[src/hw/rtl/fccs_pkg.sv]
// ----------------------------------------------------------------------------
// fccs_pkg
// shared types, constants and helpers of the frame column color summarizer
// ----------------------------------------------------------------------------
package fccs_pkg;

  localparam int unsigned MAX_SIDE   = 4096;
  localparam int unsigned MAX_COPIES = 63;

  localparam int unsigned SIDE_W  = 13;   // register width of a frame side
  localparam int unsigned AREA_W  = 25;   // holds MAX_SIDE * MAX_SIDE
  localparam int unsigned POS_W   = 24;   // pixel position inside a frame
  localparam int unsigned SUM_W   = 32;   // channel sums
  localparam int unsigned COPY_W  = 6;    // holds MAX_COPIES
  localparam int unsigned COL_W   = 12;   // column counter
  localparam int unsigned ADDR_W  = 4;    // apb byte address

  // divider operand widths
  localparam int unsigned DVD_W = SUM_W;
  localparam int unsigned DVS_W = AREA_W;
  localparam int unsigned CNT_W = $clog2(DVD_W);

  // register indexes
  localparam logic [1:0] REG_MODE   = 2'd0;
  localparam logic [1:0] REG_WIDTH  = 2'd1;
  localparam logic [1:0] REG_HEIGHT = 2'd2;
  localparam logic [1:0] REG_STRIP  = 2'd3;

  // summary modes
  localparam logic [1:0] MODE_CENTER  = 2'd0;
  localparam logic [1:0] MODE_AVERAGE = 2'd1;
  localparam logic [1:0] MODE_STRIP   = 2'd2;

  // result kinds
  localparam logic KIND_STRIP = 1'b0;
  localparam logic KIND_FRAME = 1'b1;

  typedef struct packed {
    logic [7:0] pixel_c0;
    logic [7:0] pixel_c1;
    logic [7:0] pixel_c2;
  } pixel_t;

  typedef struct packed {
    logic [7:0]        color_c0;
    logic [7:0]        color_c1;
    logic [7:0]        color_c2;
    logic [11:0]       strip_row;
    logic [COL_W-1:0]  column_number;
    logic              kind;
    logic [12:0]       rows_written;
    logic              last;
  } result_t;

  typedef struct packed {
    logic             start;
    logic [DVD_W-1:0] dividend;
    logic [DVS_W-1:0] divisor;
  } div_req_t;

  typedef struct packed {
    logic             done;
    logic [DVD_W-1:0] quotient;
  } div_rsp_t;

  // zero reads as one, anything above the largest side reads as the largest side
  function automatic logic [SIDE_W-1:0] clamp_side(input logic [SIDE_W-1:0] v);
    logic [SIDE_W-1:0] r;
    r = v;
    if (v == '0) begin
      r = SIDE_W'(1);
    end else if (v > SIDE_W'(MAX_SIDE)) begin
      r = SIDE_W'(MAX_SIDE);
    end
    return r;
  endfunction

endpackage

[src/hw/rtl/frame_column_color_summarizer_top.sv]
// ----------------------------------------------------------------------------
// frame_column_color_summarizer_top
// per-frame summary column: center pixel, frame mean or averaged strip
// ----------------------------------------------------------------------------
// an ordinary pixel passes accept, chunk check and frame check in turn;
// a frame start adds 2 divisions; a chunk end adds 3 divisions and then writes its
// strip rows; a frame end adds a final result, in mode 1 after 3 divisions
// each division runs on the shared divider
// an end-of-frame result with no division follows its pixel via the check, end and final states
// reset clears control and frame state except the means and output payload; ready rises in the cycle after reset
module frame_column_color_summarizer_top (
  input  logic                         clk_i,
  input  logic                         rst_ni,

  // pixel stream
  input  logic                         in_valid_i,
  output logic                         in_ready_o,
  input  fccs_pkg::pixel_t             in_data_i,

  // summary results
  output logic                         out_valid_o,
  input  logic                         out_ready_i,
  output fccs_pkg::result_t            out_data_o,

  // apb configuration port
  input  logic                         psel,
  input  logic                         penable,
  input  logic                         pwrite,
  input  logic [fccs_pkg::ADDR_W-1:0]  paddr,
  input  logic [31:0]                  pwdata,
  output logic [31:0]                  prdata,
  output logic                         pready
);

  // sequencer states
  typedef enum logic [6:0] {
    S_IDLE      = 7'b0000001,
    S_DIV_START = 7'b0000010,
    S_DIV_WAIT  = 7'b0000100,
    S_CHECK     = 7'b0001000,
    S_EMIT      = 7'b0010000,
    S_END       = 7'b0100000,
    S_FINAL     = 7'b1000000
  } state_e;

  // which quotient the shared divider is producing
  typedef enum logic [2:0] {
    OP_INTERVAL,
    OP_COPIES,
    OP_CM0,
    OP_CM1,
    OP_CM2,
    OP_FM0,
    OP_FM1,
    OP_FM2
  } op_e;

  // configuration registers
  logic [1:0]                  mode_q;
  logic [fccs_pkg::SIDE_W-1:0] width_q, height_q, strip_q;
  logic                        cfg_wr;
  logic                        settle_q;

  // frame geometry, recomputed every cycle from the registers
  logic [fccs_pkg::SIDE_W-1:0]   w_c, h_c, s_c;
  logic [2*fccs_pkg::SIDE_W-1:0] area_full;
  logic [2*fccs_pkg::SIDE_W-1:0] center_full;
  logic [fccs_pkg::AREA_W-1:0]   area_q;
  logic [fccs_pkg::AREA_W-1:0]   center_pos_q;

  state_e state_q, state_d;
  op_e    op_q, op_d;

  fccs_pkg::pixel_t              center_q, center_d;
  logic [2:0][fccs_pkg::SUM_W-1:0] sum_q, sum_d;
  logic [2:0][7:0]               mean_q, mean_d;
  logic [fccs_pkg::AREA_W-1:0]   chunk_cnt_q, chunk_cnt_d;
  logic [fccs_pkg::AREA_W-1:0]   chunk_len_q, chunk_len_d;
  logic [fccs_pkg::AREA_W-1:0]   interval_q, interval_d;
  logic [fccs_pkg::COPY_W-1:0]   copies_q, copies_d;
  logic [fccs_pkg::COPY_W-1:0]   copy_left_q, copy_left_d;
  logic [fccs_pkg::POS_W-1:0]    pos_q, pos_d;
  logic [fccs_pkg::SIDE_W-1:0]   strip_idx_q, strip_idx_d;
  logic [fccs_pkg::COL_W-1:0]    column_q, column_d;

  logic                          out_valid_q, out_valid_d;
  fccs_pkg::result_t             out_q, out_d;
  logic                          out_free;

  fccs_pkg::div_req_t            div_req;
  fccs_pkg::div_rsp_t            div_rsp;

  logic                          first_px;
  logic                          frame_done;
  logic [fccs_pkg::AREA_W-1:0]   pos_next;

  // --------------------------------------------------------------------------
  // configuration port
  // --------------------------------------------------------------------------
  assign pready = 1'b1;
  assign cfg_wr = psel && penable && pwrite && pready;

  always_ff @(posedge clk_i or negedge rst_ni) begin
    if (!rst_ni) begin
      mode_q   <= fccs_pkg::MODE_AVERAGE;
      width_q  <= fccs_pkg::SIDE_W'(1920);
      height_q <= fccs_pkg::SIDE_W'(1080);
      strip_q  <= fccs_pkg::SIDE_W'(1080);
      settle_q <= 1'b1;
    end else begin
      // settle holds input off while the geometry registers follow a write
      settle_q <= cfg_wr;
      if (cfg_wr) begin
        unique case (paddr[3:2])
          fccs_pkg::REG_MODE:   mode_q   <= pwdata[1:0];
          fccs_pkg::REG_WIDTH:  width_q  <= pwdata[fccs_pkg::SIDE_W-1:0];
          fccs_pkg::REG_HEIGHT: height_q <= pwdata[fccs_pkg::SIDE_W-1:0];
          fccs_pkg::REG_STRIP:  strip_q  <= pwdata[fccs_pkg::SIDE_W-1:0];
          default: ;
        endcase
      end
    end
  end

  always_comb begin
    unique case (paddr[3:2])
      fccs_pkg::REG_MODE:   prdata = {30'd0, mode_q};
      fccs_pkg::REG_WIDTH:  prdata = {{(32-fccs_pkg::SIDE_W){1'b0}}, width_q};
      fccs_pkg::REG_HEIGHT: prdata = {{(32-fccs_pkg::SIDE_W){1'b0}}, height_q};
      fccs_pkg::REG_STRIP:  prdata = {{(32-fccs_pkg::SIDE_W){1'b0}}, strip_q};
      default:              prdata = '0;
    endcase
  end

  // --------------------------------------------------------------------------
  // geometry: area and center position, registered
  // --------------------------------------------------------------------------
  assign w_c = fccs_pkg::clamp_side(width_q);
  assign h_c = fccs_pkg::clamp_side(height_q);
  assign s_c = fccs_pkg::clamp_side(strip_q);

  assign area_full   = w_c * h_c;
  assign center_full = ({1'b0, w_c[fccs_pkg::SIDE_W-1:1]} * h_c)
                     + {{(fccs_pkg::SIDE_W+1){1'b0}}, h_c[fccs_pkg::SIDE_W-1:1]};

  always_ff @(posedge clk_i) begin
    area_q       <= area_full[fccs_pkg::AREA_W-1:0];
    center_pos_q <= center_full[fccs_pkg::AREA_W-1:0];
  end

  // --------------------------------------------------------------------------
  // shared divider
  // --------------------------------------------------------------------------
  fccs_divider u_div (
    .clk_i  (clk_i),
    .rst_ni (rst_ni),
    .req_i  (div_req),
    .rsp_o  (div_rsp)
  );

  // operand select by operation
  always_comb begin
    div_req.start = (state_q == S_DIV_START);
    case (op_q)
      OP_INTERVAL: begin
        div_req.dividend = {{(fccs_pkg::DVD_W-fccs_pkg::AREA_W){1'b0}}, area_q};
        div_req.divisor  = {{(fccs_pkg::DVS_W-fccs_pkg::SIDE_W){1'b0}}, s_c};
      end
      OP_COPIES: begin
        div_req.dividend = {{(fccs_pkg::DVD_W-fccs_pkg::AREA_W){1'b0}}, interval_q};
        div_req.divisor  = {{(fccs_pkg::DVS_W-fccs_pkg::SIDE_W){1'b0}}, s_c};
      end
      OP_CM0: begin
        div_req.dividend = sum_q[0];
        div_req.divisor  = chunk_cnt_q;
      end
      OP_CM1: begin
        div_req.dividend = sum_q[1];
        div_req.divisor  = chunk_cnt_q;
      end
      OP_CM2: begin
        div_req.dividend = sum_q[2];
        div_req.divisor  = chunk_cnt_q;
      end
      OP_FM0: begin
        div_req.dividend = sum_q[0];
        div_req.divisor  = area_q;
      end
      OP_FM1: begin
        div_req.dividend = sum_q[1];
        div_req.divisor  = area_q;
      end
      default: begin
        div_req.dividend = sum_q[2];
        div_req.divisor  = area_q;
      end
    endcase
  end

  // --------------------------------------------------------------------------
  // sequencer
  // --------------------------------------------------------------------------
  assign in_ready_o = (state_q == S_IDLE) && !settle_q;
  assign out_free   = !out_valid_q || out_ready_i;
  assign first_px   = (pos_q == '0);
  assign pos_next   = {1'b0, pos_q} + 1'b1;
  assign frame_done = (pos_next >= area_q);

  always_comb begin
    state_d     = state_q;
    op_d        = op_q;
    center_d    = center_q;
    sum_d       = sum_q;
    mean_d      = mean_q;
    chunk_cnt_d = chunk_cnt_q;
    chunk_len_d = chunk_len_q;
    interval_d  = interval_q;
    copies_d    = copies_q;
    copy_left_d = copy_left_q;
    pos_d       = pos_q;
    strip_idx_d = strip_idx_q;
    column_d    = column_q;
    out_valid_d = out_valid_q && !out_ready_i;
    out_d       = out_q;

    unique case (state_q)
      S_IDLE: begin
        if (in_valid_i && in_ready_o) begin
          // first pixel of a frame restarts sums, chunk and strip
          for (int c = 0; c < 3; c++) begin
            sum_d[c] = first_px ? '0 : sum_q[c];
          end
          sum_d[0] = sum_d[0] + {{(fccs_pkg::SUM_W-8){1'b0}}, in_data_i.pixel_c0};
          sum_d[1] = sum_d[1] + {{(fccs_pkg::SUM_W-8){1'b0}}, in_data_i.pixel_c1};
          sum_d[2] = sum_d[2] + {{(fccs_pkg::SUM_W-8){1'b0}}, in_data_i.pixel_c2};
          if (first_px) begin
            center_d    = '0;
            chunk_cnt_d = '0;
            strip_idx_d = '0;
          end
          if ({1'b0, pos_q} == center_pos_q) begin
            center_d = in_data_i;
          end
          if (mode_q == fccs_pkg::MODE_STRIP) begin
            chunk_cnt_d = chunk_cnt_d + 1'b1;
          end
          if (first_px) begin
            op_d    = OP_INTERVAL;
            state_d = S_DIV_START;
          end else begin
            state_d = S_CHECK;
          end
        end
      end

      S_DIV_START: begin
        state_d = S_DIV_WAIT;
      end

      S_DIV_WAIT: begin
        if (div_rsp.done) begin
          case (op_q)
            OP_INTERVAL: begin
              interval_d  = div_rsp.quotient[fccs_pkg::AREA_W-1:0];
              chunk_len_d = div_rsp.quotient[fccs_pkg::AREA_W-1:0] + 1'b1;
              op_d        = OP_COPIES;
              state_d     = S_DIV_START;
            end
            OP_COPIES: begin
              copies_d = (div_rsp.quotient > fccs_pkg::DVD_W'(fccs_pkg::MAX_COPIES))
                       ? fccs_pkg::COPY_W'(fccs_pkg::MAX_COPIES)
                       : div_rsp.quotient[fccs_pkg::COPY_W-1:0];
              state_d  = S_CHECK;
            end
            OP_CM0: begin
              mean_d[0] = div_rsp.quotient[7:0];
              op_d      = OP_CM1;
              state_d   = S_DIV_START;
            end
            OP_CM1: begin
              mean_d[1] = div_rsp.quotient[7:0];
              op_d      = OP_CM2;
              state_d   = S_DIV_START;
            end
            OP_CM2: begin
              // chunk closed: restart its sums and count, then write copies
              mean_d[2]   = div_rsp.quotient[7:0];
              sum_d       = '0;
              chunk_cnt_d = '0;
              copy_left_d = copies_q;
              state_d     = S_EMIT;
            end
            OP_FM0: begin
              mean_d[0] = (div_rsp.quotient > fccs_pkg::DVD_W'(255)) ? 8'hFF
                        : div_rsp.quotient[7:0];
              op_d      = OP_FM1;
              state_d   = S_DIV_START;
            end
            OP_FM1: begin
              mean_d[1] = (div_rsp.quotient > fccs_pkg::DVD_W'(255)) ? 8'hFF
                        : div_rsp.quotient[7:0];
              op_d      = OP_FM2;
              state_d   = S_DIV_START;
            end
            default: begin
              mean_d[2] = (div_rsp.quotient > fccs_pkg::DVD_W'(255)) ? 8'hFF
                        : div_rsp.quotient[7:0];
              state_d   = S_FINAL;
            end
          endcase
        end
      end

      S_CHECK: begin
        if ((mode_q == fccs_pkg::MODE_STRIP) && (chunk_cnt_q >= chunk_len_q)) begin
          op_d    = OP_CM0;
          state_d = S_DIV_START;
        end else begin
          state_d = S_END;
        end
      end

      S_EMIT: begin
        // copies stop early once the strip column is full
        if ((copy_left_q == '0) || (strip_idx_q >= s_c)) begin
          state_d = S_END;
        end else if (out_free) begin
          out_valid_d         = 1'b1;
          out_d.color_c0      = mean_q[0];
          out_d.color_c1      = mean_q[1];
          out_d.color_c2      = mean_q[2];
          out_d.strip_row     = strip_idx_q[11:0];
          out_d.column_number = column_q;
          out_d.kind          = fccs_pkg::KIND_STRIP;
          out_d.rows_written  = '0;
          out_d.last          = 1'b0;
          strip_idx_d         = strip_idx_q + 1'b1;
          copy_left_d         = copy_left_q - 1'b1;
        end
      end

      S_END: begin
        if (frame_done) begin
          if (mode_q == fccs_pkg::MODE_AVERAGE) begin
            op_d    = OP_FM0;
            state_d = S_DIV_START;
          end else begin
            state_d = S_FINAL;
          end
        end else begin
          pos_d   = pos_next[fccs_pkg::POS_W-1:0];
          state_d = S_IDLE;
        end
      end

      S_FINAL: begin
        if (out_free) begin
          out_valid_d         = 1'b1;
          out_d.color_c0      = '0;
          out_d.color_c1      = '0;
          out_d.color_c2      = '0;
          out_d.strip_row     = '0;
          out_d.column_number = column_q;
          out_d.kind          = fccs_pkg::KIND_FRAME;
          out_d.rows_written  = '0;
          out_d.last          = 1'b1;
          case (mode_q)
            fccs_pkg::MODE_CENTER: begin
              out_d.color_c0 = center_q.pixel_c0;
              out_d.color_c1 = center_q.pixel_c1;
              out_d.color_c2 = center_q.pixel_c2;
            end
            fccs_pkg::MODE_AVERAGE: begin
              out_d.color_c0 = mean_q[0];
              out_d.color_c1 = mean_q[1];
              out_d.color_c2 = mean_q[2];
            end
            fccs_pkg::MODE_STRIP: begin
              out_d.rows_written = strip_idx_q;
            end
            default: ;  // unknown mode ends the frame with an empty result
          endcase
          column_d = column_q + 1'b1;
          pos_d    = '0;
          state_d  = S_IDLE;
        end
      end

      default: begin
        state_d = S_IDLE;
      end
    endcase
  end

  always_ff @(posedge clk_i or negedge rst_ni) begin
    if (!rst_ni) begin
      state_q     <= S_IDLE;
      op_q        <= OP_INTERVAL;
      center_q    <= '0;
      sum_q       <= '0;
      chunk_cnt_q <= '0;
      chunk_len_q <= '0;
      interval_q  <= '0;
      copies_q    <= '0;
      copy_left_q <= '0;
      pos_q       <= '0;
      strip_idx_q <= '0;
      column_q    <= '0;
      out_valid_q <= 1'b0;
    end else begin
      state_q     <= state_d;
      op_q        <= op_d;
      center_q    <= center_d;
      sum_q       <= sum_d;
      chunk_cnt_q <= chunk_cnt_d;
      chunk_len_q <= chunk_len_d;
      interval_q  <= interval_d;
      copies_q    <= copies_d;
      copy_left_q <= copy_left_d;
      pos_q       <= pos_d;
      strip_idx_q <= strip_idx_d;
      column_q    <= column_d;
      out_valid_q <= out_valid_d;
    end
  end

  // payload registers
  always_ff @(posedge clk_i) begin
    mean_q <= mean_d;
    out_q  <= out_d;
  end

  assign out_valid_o = out_valid_q;
  assign out_data_o  = out_q;

endmodule

[src/hw/rtl/fccs_divider.sv]
// ----------------------------------------------------------------------------
// fccs_divider
// restoring unsigned divider, one quotient bit per cycle
// ----------------------------------------------------------------------------
module fccs_divider (
  input  logic               clk_i,
  input  logic               rst_ni,
  input  fccs_pkg::div_req_t req_i,
  output fccs_pkg::div_rsp_t rsp_o
);

  logic                          busy_q, busy_d;
  logic                          done_q, done_d;
  logic [fccs_pkg::CNT_W-1:0]    cnt_q, cnt_d;
  logic [fccs_pkg::DVS_W-1:0]    rem_q, rem_d;
  logic [fccs_pkg::DVD_W-1:0]    quo_q, quo_d;
  logic [fccs_pkg::DVS_W-1:0]    dvs_q, dvs_d;

  logic [fccs_pkg::DVS_W:0]      shifted;
  logic [fccs_pkg::DVS_W+1:0]    diff;

  assign shifted = {rem_q, quo_q[fccs_pkg::DVD_W-1]};
  assign diff    = {1'b0, shifted} - {2'b00, dvs_q};

  always_comb begin
    busy_d = busy_q;
    done_d = 1'b0;
    cnt_d  = cnt_q;
    rem_d  = rem_q;
    quo_d  = quo_q;
    dvs_d  = dvs_q;
    if (req_i.start) begin
      busy_d = 1'b1;
      cnt_d  = '0;
      rem_d  = '0;
      quo_d  = req_i.dividend;
      dvs_d  = req_i.divisor;
    end else if (busy_q) begin
      // trial subtract, keep the difference when it does not go negative
      if (!diff[fccs_pkg::DVS_W+1]) begin
        rem_d = diff[fccs_pkg::DVS_W-1:0];
        quo_d = {quo_q[fccs_pkg::DVD_W-2:0], 1'b1};
      end else begin
        rem_d = shifted[fccs_pkg::DVS_W-1:0];
        quo_d = {quo_q[fccs_pkg::DVD_W-2:0], 1'b0};
      end
      cnt_d = cnt_q + 1'b1;
      if (cnt_q == fccs_pkg::CNT_W'(fccs_pkg::DVD_W - 1)) begin
        busy_d = 1'b0;
        done_d = 1'b1;
      end
    end
  end

  always_ff @(posedge clk_i or negedge rst_ni) begin
    if (!rst_ni) begin
      busy_q <= 1'b0;
      done_q <= 1'b0;
      cnt_q  <= '0;
    end else begin
      busy_q <= busy_d;
      done_q <= done_d;
      cnt_q  <= cnt_d;
    end
  end

  always_ff @(posedge clk_i) begin
    rem_q <= rem_d;
    quo_q <= quo_d;
    dvs_q <= dvs_d;
  end

  assign rsp_o.done     = done_q;
  assign rsp_o.quotient = quo_q;

endmodule
[config.mk]
export PLATFORM = sky130hd
export DESIGN_NAME = frame_column_color_summarizer_top
export DESIGN_NICKNAME = d
export VERILOG_FILES = /design/src/hw/rtl/fccs_pkg.sv /design/src/hw/rtl/frame_column_color_summarizer_top.sv /design/src/hw/rtl/fccs_divider.sv
export SDC_FILE = /design/constraint.sdc
export NUM_CORES = 2
export LEC_CHECK = 0
export ABC_CLOCK_PERIOD_IN_PS = 6400
export BUFFER_PORTS_ARGS = -buffer_cell sky130_fd_sc_hd__buf_2
export CORE_MARGIN = 8
export CORE_UTILIZATION = 57
export CTS_CLUSTER_SIZE = 30
export DETAILED_ROUTE_END_ITERATION = 10
export PLACE_DENSITY = 0.77
export RECOVER_POWER = 25
export SYNTH_ARGS = -nofsm -noshare
export SYNTH_HDL_FRONTEND = slang
export SYNTH_HIERARCHICAL = 1
export SYNTH_SLANG_ARGS = --single-unit
[constraint.sdc]
create_clock -name clk_i -period 6.4 [get_ports clk_i]
set_input_delay 0.96 -clock clk_i [delete_from_list [all_inputs] [get_ports clk_i]]
set_output_delay 0.96 -clock clk_i [all_outputs]
set_load 0.005 [all_outputs]
Yosys cells after proc, flatten, opt, wreduce, memory -nomap -nowiden
Index checks and enable logic that the tools add are counted.
{"block": "totals", "register_bits": 535, "latchBits": 0, "mem_bits_rw": 0, "romBits": 0, "inputBits": 67, "mem_count": 0}
{"block": "op_classes", "n_addsub": 12, "n_mul": 2, "div": 0, "magnitude_cmp": 8, "eq_ne": 33, "shifts": 0, "n_mux": 82, "bitwise_logic": 1, "reduce_logical": 49}
{"op": "57-bit one-hot mux with 7 select lines", "count": 1}
{"op": "96-bit two-way mux", "count": 3}
{"op": "25-bit two-way mux", "count": 8}
{"op": "96-bit one-hot mux with 2 select lines", "count": 1}
{"op": "63-bit two-way mux", "count": 3}
{"op": "32-bit two-way mux", "count": 5}
{"op": "13-bit two-way mux", "count": 11}
{"op": "32-bit one-hot mux with 4 select lines", "count": 1}
{"op": "63-bit one-hot mux with 2 select lines", "count": 1}
{"op": "32-bit by 8-bit adder with 32-bit output", "count": 3}
{"op": "24-bit two-way mux", "count": 4}
{"op": "24-bit one-hot mux with 2 select lines", "count": 2}
{"op": "25-bit by 1-bit adder with 25-bit output (second input constant)", "count": 2}
{"op": "25-bit >= comparator", "count": 2}
{"op": "25-bit one-hot mux with 2 select lines", "count": 1}
{"op": "7-bit one-hot mux with 7 select lines", "count": 1}
{"op": "8-bit one-hot mux with 2 select lines", "count": 3}
{"op": "7-bit two-way mux", "count": 6}
{"op": "13-bit greater-than comparator (second input constant)", "count": 3}
{"op": "13-bit logical NOT", "count": 3}
{"op": "6-bit two-way mux", "count": 6}
{"op": "32-bit by 6-bit greater-than comparator with 1-bit output (second input constant)", "count": 1}
{"op": "32-bit by 8-bit greater-than comparator with 1-bit output (second input constant)", "count": 1}
{"op": "26-bit by 25-bit subtractor with 27-bit output", "count": 1}
{"op": "54 further kinds", "count": 114}

Longest topological paths before layout
{"block": "depth", "ltp_word": 9, "mapped_depth": 25, "mapped_depth_nobuf": 23}

Modules after synthesis
The synthesis kept the hierarchy.
{"mod": "frame_column_color_summarizer_top", "instances": 1, "cells_each": 3868, "area_each_um2": 35497.8, "seq_area_each_um2": 11334.6}
{"mod": "fccs_divider", "instances": 1, "cells_each": 464, "area_each_um2": 4932.2, "seq_area_each_um2": 2387.3}

Least setup slack after synthesis
Ideal clock, no wire load.
{"block": "synth_path", "path_type": "register to register", "from": "register height_q[12] (netlist name)", "to": "register area_q[24] (netlist name)", "arrival_ns": 5.741, "t_required_ns": 6.328, "slack_ns": 0.587, "path_stages_with_launch": 24, "n_path_buf": 2, "period_less_slack_ns": 5.813, "path_cell_list": "dfrtp_1 -> clkbuf_1 -> inv_1 -> nand2_1 -> inv_1 -> clkbuf_1 -> nand2_1 -> fa_1 -> inv_1 -> fa_1 -> fa_1 -> fa_1 -> inv_1 -> fa_1 -> inv_1 -> ha_1 -> o21a_1 -> o21ai_0 -> o2bb2ai_1 -> o21ai_0 -> o41a_1 -> a211o_1 -> a21oi_1 -> xnor2_1"}
{"block": "synth_between", "elab_chain_len": 4, "elab_cells_between_ends": 5, "cone_classes": "mul (1); order compare (1); mux (2); reduce/logical (1)"}
{"item": "start: declaration", "line": "frame_column_color_summarizer_top.sv:60", "source": "logic [fccs_pkg::SIDE_W-1:0] width_q, height_q, strip_q;"}
{"item": "start signal: assignment", "line": "frame_column_color_summarizer_top.sv:107", "source": "height_q <= fccs_pkg::SIDE_W'(1080);"}
{"item": "start signal: assignment", "line": "frame_column_color_summarizer_top.sv:117", "source": "fccs_pkg::REG_HEIGHT: height_q <= pwdata[fccs_pkg::SIDE_W-1:0];"}
{"item": "13-bit greater-than comparator", "line": "fccs_pkg.sv:72", "source": "end else if (v > SIDE_W'(MAX_SIDE)) begin"}
{"item": "13-bit two-way mux", "line": "fccs_pkg.sv:72"}
{"item": "13-bit two-way mux *", "line": "fccs_pkg.sv:70", "source": "if (v == '0) begin"}
{"item": "13-bit by 13-bit multiplier with 25-bit output *", "line": "frame_column_color_summarizer_top.sv:142", "source": "assign area_full = w_c * h_c;"}
{"item": "via area_full (one bit)", "line": "frame_column_color_summarizer_top.sv:66", "source": "logic [2*fccs_pkg::SIDE_W-1:0] area_full;"}
{"item": "end signal: assignment", "line": "frame_column_color_summarizer_top.sv:147", "source": "area_q <= area_full[fccs_pkg::AREA_W-1:0];"}
{"item": "end: declaration", "line": "frame_column_color_summarizer_top.sv:68", "source": "logic [fccs_pkg::AREA_W-1:0] area_q;"}
Mark *: on every way through the listed nets, which the timed path passes. The rest lies on a longest branch.
A chain may end at the register's enable or synchronous reset.

Worst setup path in the final report
{"block": "layout_path", "from": "register width_q[11] (netlist name)", "to": "register area_q[24] (netlist name)"}
{"block": "layout_between", "elab_chain_len": 4, "elab_cells_between_ends": 5, "cone_classes": "mul (1); order compare (1); mux (2); reduce/logical (1)"}
{"item": "start: declaration", "line": "frame_column_color_summarizer_top.sv:60"}
{"item": "start signal: assignment", "line": "frame_column_color_summarizer_top.sv:106", "source": "width_q <= fccs_pkg::SIDE_W'(1920);"}
{"item": "start signal: assignment", "line": "frame_column_color_summarizer_top.sv:116", "source": "fccs_pkg::REG_WIDTH: width_q <= pwdata[fccs_pkg::SIDE_W-1:0];"}
{"item": "13-bit greater-than comparator", "line": "fccs_pkg.sv:72"}
{"item": "13-bit two-way mux", "line": "fccs_pkg.sv:72"}
{"item": "13-bit two-way mux *", "line": "fccs_pkg.sv:70"}
{"item": "13-bit by 13-bit multiplier with 25-bit output *", "line": "frame_column_color_summarizer_top.sv:142"}
{"item": "via area_full (one bit)", "line": "frame_column_color_summarizer_top.sv:66"}
Marks and branches as above.

==> flow_results.org <==
** Clock network
- Clock latency of the later-clocked register in the worst-skew pair :: 660 ps
- Clock transition at the registers of the reported paths :: 60 ps
- H-tree depth reported by CTS :: 2
- In this run, post-CTS hold repair placed 0 buffers.
- No sink is reached through more buffers than the 3 on the longest clock path.
- Clock tree synthesis found a total of 534 sinks.
- TritonCTS built the clock tree.
- Total CTS buffers :: 58
- In this run the clock root is driven by a sky130_fd_sc_hd__clkbuf_16.

** Final layout
- Share of post-route cells with drive strength above 1 :: 12.4%
- Antenna diode count :: 0
- Most frequent cells in the layout :: sky130_fd_sc_hd__inv_1, sky130_fd_sc_hd__nand2_1, sky130_fd_sc_hd__dfrtp_1
- Total number of nets in the final design :: 4943
- Area Growth Syn to Fin :: 9.28%
- Measured on the finished design, the core utilization comes to 63.0%.
- The library cell used most frequently in the layout, excluding fill and tap cells, is sky130_fd_sc_hd__inv_1.
- Design area :: 0.0442 mm2
- Filler-free cell count of the finished design :: 5374

** STA
- The final number of max-transition violations was 157.
- Of the available clock period, the critical path in the final layout requires 96.1%.
- Final setup skew :: 50.2 ps
- Post-layout min period :: 6150 ps
- Max-slew headroom :: -117%
- Final setup violation count :: 0
- Achievable frequency :: 163 MHz
- Transition time at the pin with the least slew margin :: 3250 ps
- Hold timing on the final database bottoms out at a slack of 456 ps.
- The final number of hold-violating endpoints was 0.
- After routing, the total negative slack on setup checks comes to 0 ps.

** Power and ir drop
- Share of power burned in the clock network :: 19.1%
- Psw :: 8.67 mW
- For this design the static power due to leakage is 20.4 nW.
- In this run switching power makes up 44.8% of total power.
- For this design the ratio of total power to cell area is 439 mW/mm2.
- Combinational power share :: 54.0%
- The worst-case IR drop observed on VDD is 0.000325 V.
- The share of total power dissipated in sequential elements is 26.9%.
- The internal portion of the total power is 10.7 mW.

** Flow run
- Maximum capacitance violations :: 2

** Worst hold path
- Hold-critical path endpoint :: out_data_o[25]
- Counting instances, the worst hold path has a depth of 0.
- Hold path startpoint :: column_q[10]
- Min-delay worst type :: reg -> reg

** Placed design
- Detailed placement finished with a half-perimeter wire length of 83200 um.
- Instance area at placement :: 0.0420 mm2
- Counting tap cells, the placed design contains a total of 5261 instances.
- Port buffering added 123 buffers.
- Final weighted congestion in routability-driven placement :: 0.991

** Drt
- For this run, the detailed router's first-pass iteration total came to 6.
- Once detail routing completed, the nets flagged for antenna violations numbered 0.
- Total wire length :: 112000 um
- Starting DRC count in detailed routing :: 3035
- Via density per instance :: 6.07
- Routed length per placed instance :: 20.9 um
- DRC viols :: 0
- Via Count :: 32603

** Worst setup path
- Number of cells on the worst reg-to-reg path :: 21
- Req. time, crit path :: 6950 ps
- Setup slack on the worst reg-to-reg path comes out at 250 ps.
- The worst setup path is launched from a register.
- In this run the critical register-to-register path is launched from width_q[11].
- Critical path data arrival time :: 6700 ps
- In this run the worst path has a maximum fanout of 3.
- STA classifies the critical path endpoint as a register.
- Endpoint of the worst-slack reg-to-reg timing path :: area_q[24]
- Setup CP Type :: reg -> reg

** Global route
- Via count of the first global-routing pass :: 32024
- The first global-routing pass estimated 177000 um of wire.
- Global routing used 27.8% of the available tracks across all layers.
- The initial antenna violation count is 1.
- For this run the aggregate overflow at the end of global routing stands at 0.
- Entering global routing, the biggest net connects 117 pins.

** Synthesis
- Synth async-reset ratio :: 59.2%
- #FFs+latches synth :: 534
- Netlist Area Pre-Place :: 0.0404 mm2
- The most used flip-flop cell after synthesis is sky130_fd_sc_hd__dfrtp_1.
- In the synthesized netlist, the number of instances is 4332.
- In this run, synthesis inferred 143 flip-flops with an integrated enable.
- Unique masters post-synth :: 99
- The Yosys step of the flow raised 6 warnings.
- Fraction of the yosys area taken by sequential cells :: 33.9%
- Averaged over all synthesized cells, the footprint is 9.33 um2.

** Floorplan
- The die covers 0.0797 mm2.
- From bottom edge to top edge, the die measures 282 um.
- Horiz. Die Dim :: 282 um
- In this run the count of I/O pins placed on the die edge is 165.
- The initial utilization of the core area, before any placement, comes to 57.6%.
- After floorplanning, the core was sized to cover 0.0701 mm2.
- Row Count :: 97

** Status
- Result of the run :: finished, violations left
- The checks that failed: max-capacitance violations, max-slew violations.
## layout make-up
class | count | area (um2)
clock buffers | 81 | 1690
flip-flops and latches | 534 | 13700
inverters | 529 | 1990
well taps | 940 | 1180
fillers | 5807 | 26000
repair buffers | 222 | 1380
multi-input cells | 3039 | 23800
clock inverters | 29 | 443
## power by group through the flow
stage / Combinational (mW) / Sequential, mW / Clock [mW]
after floorplan: 7.89 / 4.66 / 0
after global placement: 9.99 / 5.20 / 0
after detailed placement: 10.2 / 5.22 / 0
after CTS: 10.3 / 5.17 / 3.74
after global routing: 11.6 / 5.27 / 3.86
final: 10.5 / 5.21 / 3.70
## sequential cells by signal, summed over array words and instances (netlist names), 5 cells and up
| signal | cells |
|---|---|
| sum_q | 96 |
| pos_q | 24 |
| copy_left_q | 6 |
| area_q | 25 |
| strip_idx_q | 13 |
| center_q | 24 |
| column_q | 12 |
| chunk_len_q | 25 |
| center_pos_q | 25 |
| chunk_cnt_q | 25 |
| u_div/quo_q | 32 |
| state_q | 7 |
| mean_q | 24 |
| interval_q | 25 |
| height_q | 13 |
| u_div/dvs_q | 25 |
| out_data_o | 62 |
| u_div/rem_q | 25 |
| copies_q | 6 |
| strip_q | 13 |
| u_div/cnt_q | 5 |
| width_q | 13 |
## cell families (layout without fill, tap and decap cells)
logic type / Yosys count / count (layout) / share of synthesized area (%)
AO/OA/AOI/OAI: 902 / 902 / 14.7
XOR/XNOR: 156 / 156 / 3.38
adder cells (fa/ha/maj): 492 / 492 / 19.5
buffers and inverters: 777 / 861 / 7.63
flip-flops: 534 / 534 / 33.9
multiplexers: 196 / 196 / 5.34
other: 2 / 20 / 0.0186
AND/OR/NAND/NOR: 1273 / 1273 / 15.6
## what timing repair did
action                                  in CTS  in global routing
endpoints found under the setup margin       0                  7
resized for setup                            0                 14
setup buffers                                0                  3
## metrics by stage
stage / setup WS, ps / power, mW
floorplan: 587 / 12.5
global route: -17.4 / 20.8
CTS: 92.1 / 19.2
detailed placement: 127 / 15.4
global placement: 161 / 15.2
finish: 248 / 19.4
## worst max-delay path, stage by stage (launching register included)
cell	delay, ps
sky130_fd_sc_hd__dfrtp_1	380
sky130_fd_sc_hd__nor4_2	360
sky130_fd_sc_hd__a31oi_1	240
sky130_fd_sc_hd__or3_1	410
sky130_fd_sc_hd__fa_1	420
sky130_fd_sc_hd__fa_1	550
sky130_fd_sc_hd__inv_1	40
sky130_fd_sc_hd__ha_1	300
sky130_fd_sc_hd__fa_1	570
sky130_fd_sc_hd__inv_1	70
sky130_fd_sc_hd__fa_1	530
sky130_fd_sc_hd__inv_1	40
sky130_fd_sc_hd__ha_1	210
sky130_fd_sc_hd__nor3_1	260
sky130_fd_sc_hd__buf_4	160
sky130_fd_sc_hd__nand2_1	70
sky130_fd_sc_hd__o2bb2ai_2	240
sky130_fd_sc_hd__o21ai_0	190
sky130_fd_sc_hd__o41a_1	410
sky130_fd_sc_hd__a211o_1	290
sky130_fd_sc_hd__a21oi_1	180
sky130_fd_sc_hd__xnor2_1	130
## layer usage
metal | wire length (um) | GRT usage, %
met1 | 45000 | 35.7
met2 | 53400 | 46.1
met3 | 7670 | 3.74
met4 | 6270 | 13.7
met5 | 13 | 0
## Yosys cell counts (11+ instances only)
library cell,n,area share (%)
sky130_fd_sc_hd__dfrtp_1,301,19
sky130_fd_sc_hd__a21oi_1,188,2.3
sky130_fd_sc_hd__o211ai_1,15,0.28
sky130_fd_sc_hd__inv_1,524,4.9
sky130_fd_sc_hd__nor4_1,32,0.50
sky130_fd_sc_hd__buf_2,23,0.28
sky130_fd_sc_hd__dfstp_2,15,0.97
sky130_fd_sc_hd__buf_4,22,0.41
sky130_fd_sc_hd__mux2i_1,58,1.4
sky130_fd_sc_hd__o41ai_1,13,0.28
sky130_fd_sc_hd__and3_1,62,0.96
sky130_fd_sc_hd__fa_1,229,11
sky130_fd_sc_hd__nor3_1,47,0.58
sky130_fd_sc_hd__a211oi_1,53,0.98
sky130_fd_sc_hd__a221o_1,39,0.97
sky130_fd_sc_hd__a31oi_1,38,0.59
sky130_fd_sc_hd__and4_1,17,0.37
sky130_fd_sc_hd__xor2_1,61,1.3
sky130_fd_sc_hd__o21ai_0,252,3.1
sky130_fd_sc_hd__xnor2_1,95,2.1
sky130_fd_sc_hd__nand3_1,139,1.7
sky130_fd_sc_hd__a21o_1,46,0.85
sky130_fd_sc_hd__nor2_1,283,2.6
sky130_fd_sc_hd__clkbuf_1,174,1.6
sky130_fd_sc_hd__nand4_1,55,0.85
sky130_fd_sc_hd__nor2b_1,62,0.96
sky130_fd_sc_hd__dfxtp_1,75,3.7
sky130_fd_sc_hd__nand2_1,377,3.5
sky130_fd_sc_hd__o22ai_1,11,0.17
sky130_fd_sc_hd__a311oi_1,12,0.26
sky130_fd_sc_hd__mux2_2,136,3.8
sky130_fd_sc_hd__ha_1,263,8.1
sky130_fd_sc_hd__a22o_1,57,1.2
sky130_fd_sc_hd__edfxtp_1,143,11
sky130_fd_sc_hd__o31ai_1,18,0.33
sky130_fd_sc_hd__buf_1,20,0.19
sky130_fd_sc_hd__o21a_1,13,0.24
sky130_fd_sc_hd__and2_1,56,0.87
sky130_fd_sc_hd__nand3_2,17,0.42
sky130_fd_sc_hd__a22oi_1,32,0.59
sky130_fd_sc_hd__o21ai_1,21,0.26
sky130_fd_sc_hd__nand2b_1,66,1.0
sky130_fd_sc_hd__or3_1,12,0.19
## worst max-delay path by stage
stage / endpoint / startpoint / cells after the start
after floorplan: area_q[24] / height_q[12] / 23
after global placement: area_q[24] / width_q[9] / 21
after detailed placement: area_q[24] / height_q[12] / 22
after CTS: area_q[24] / height_q[12] / 22
after global routing: area_q[24] / width_q[11] / 21
final: area_q[24] / width_q[11] / 21
(Power assumes the default switching activity.)
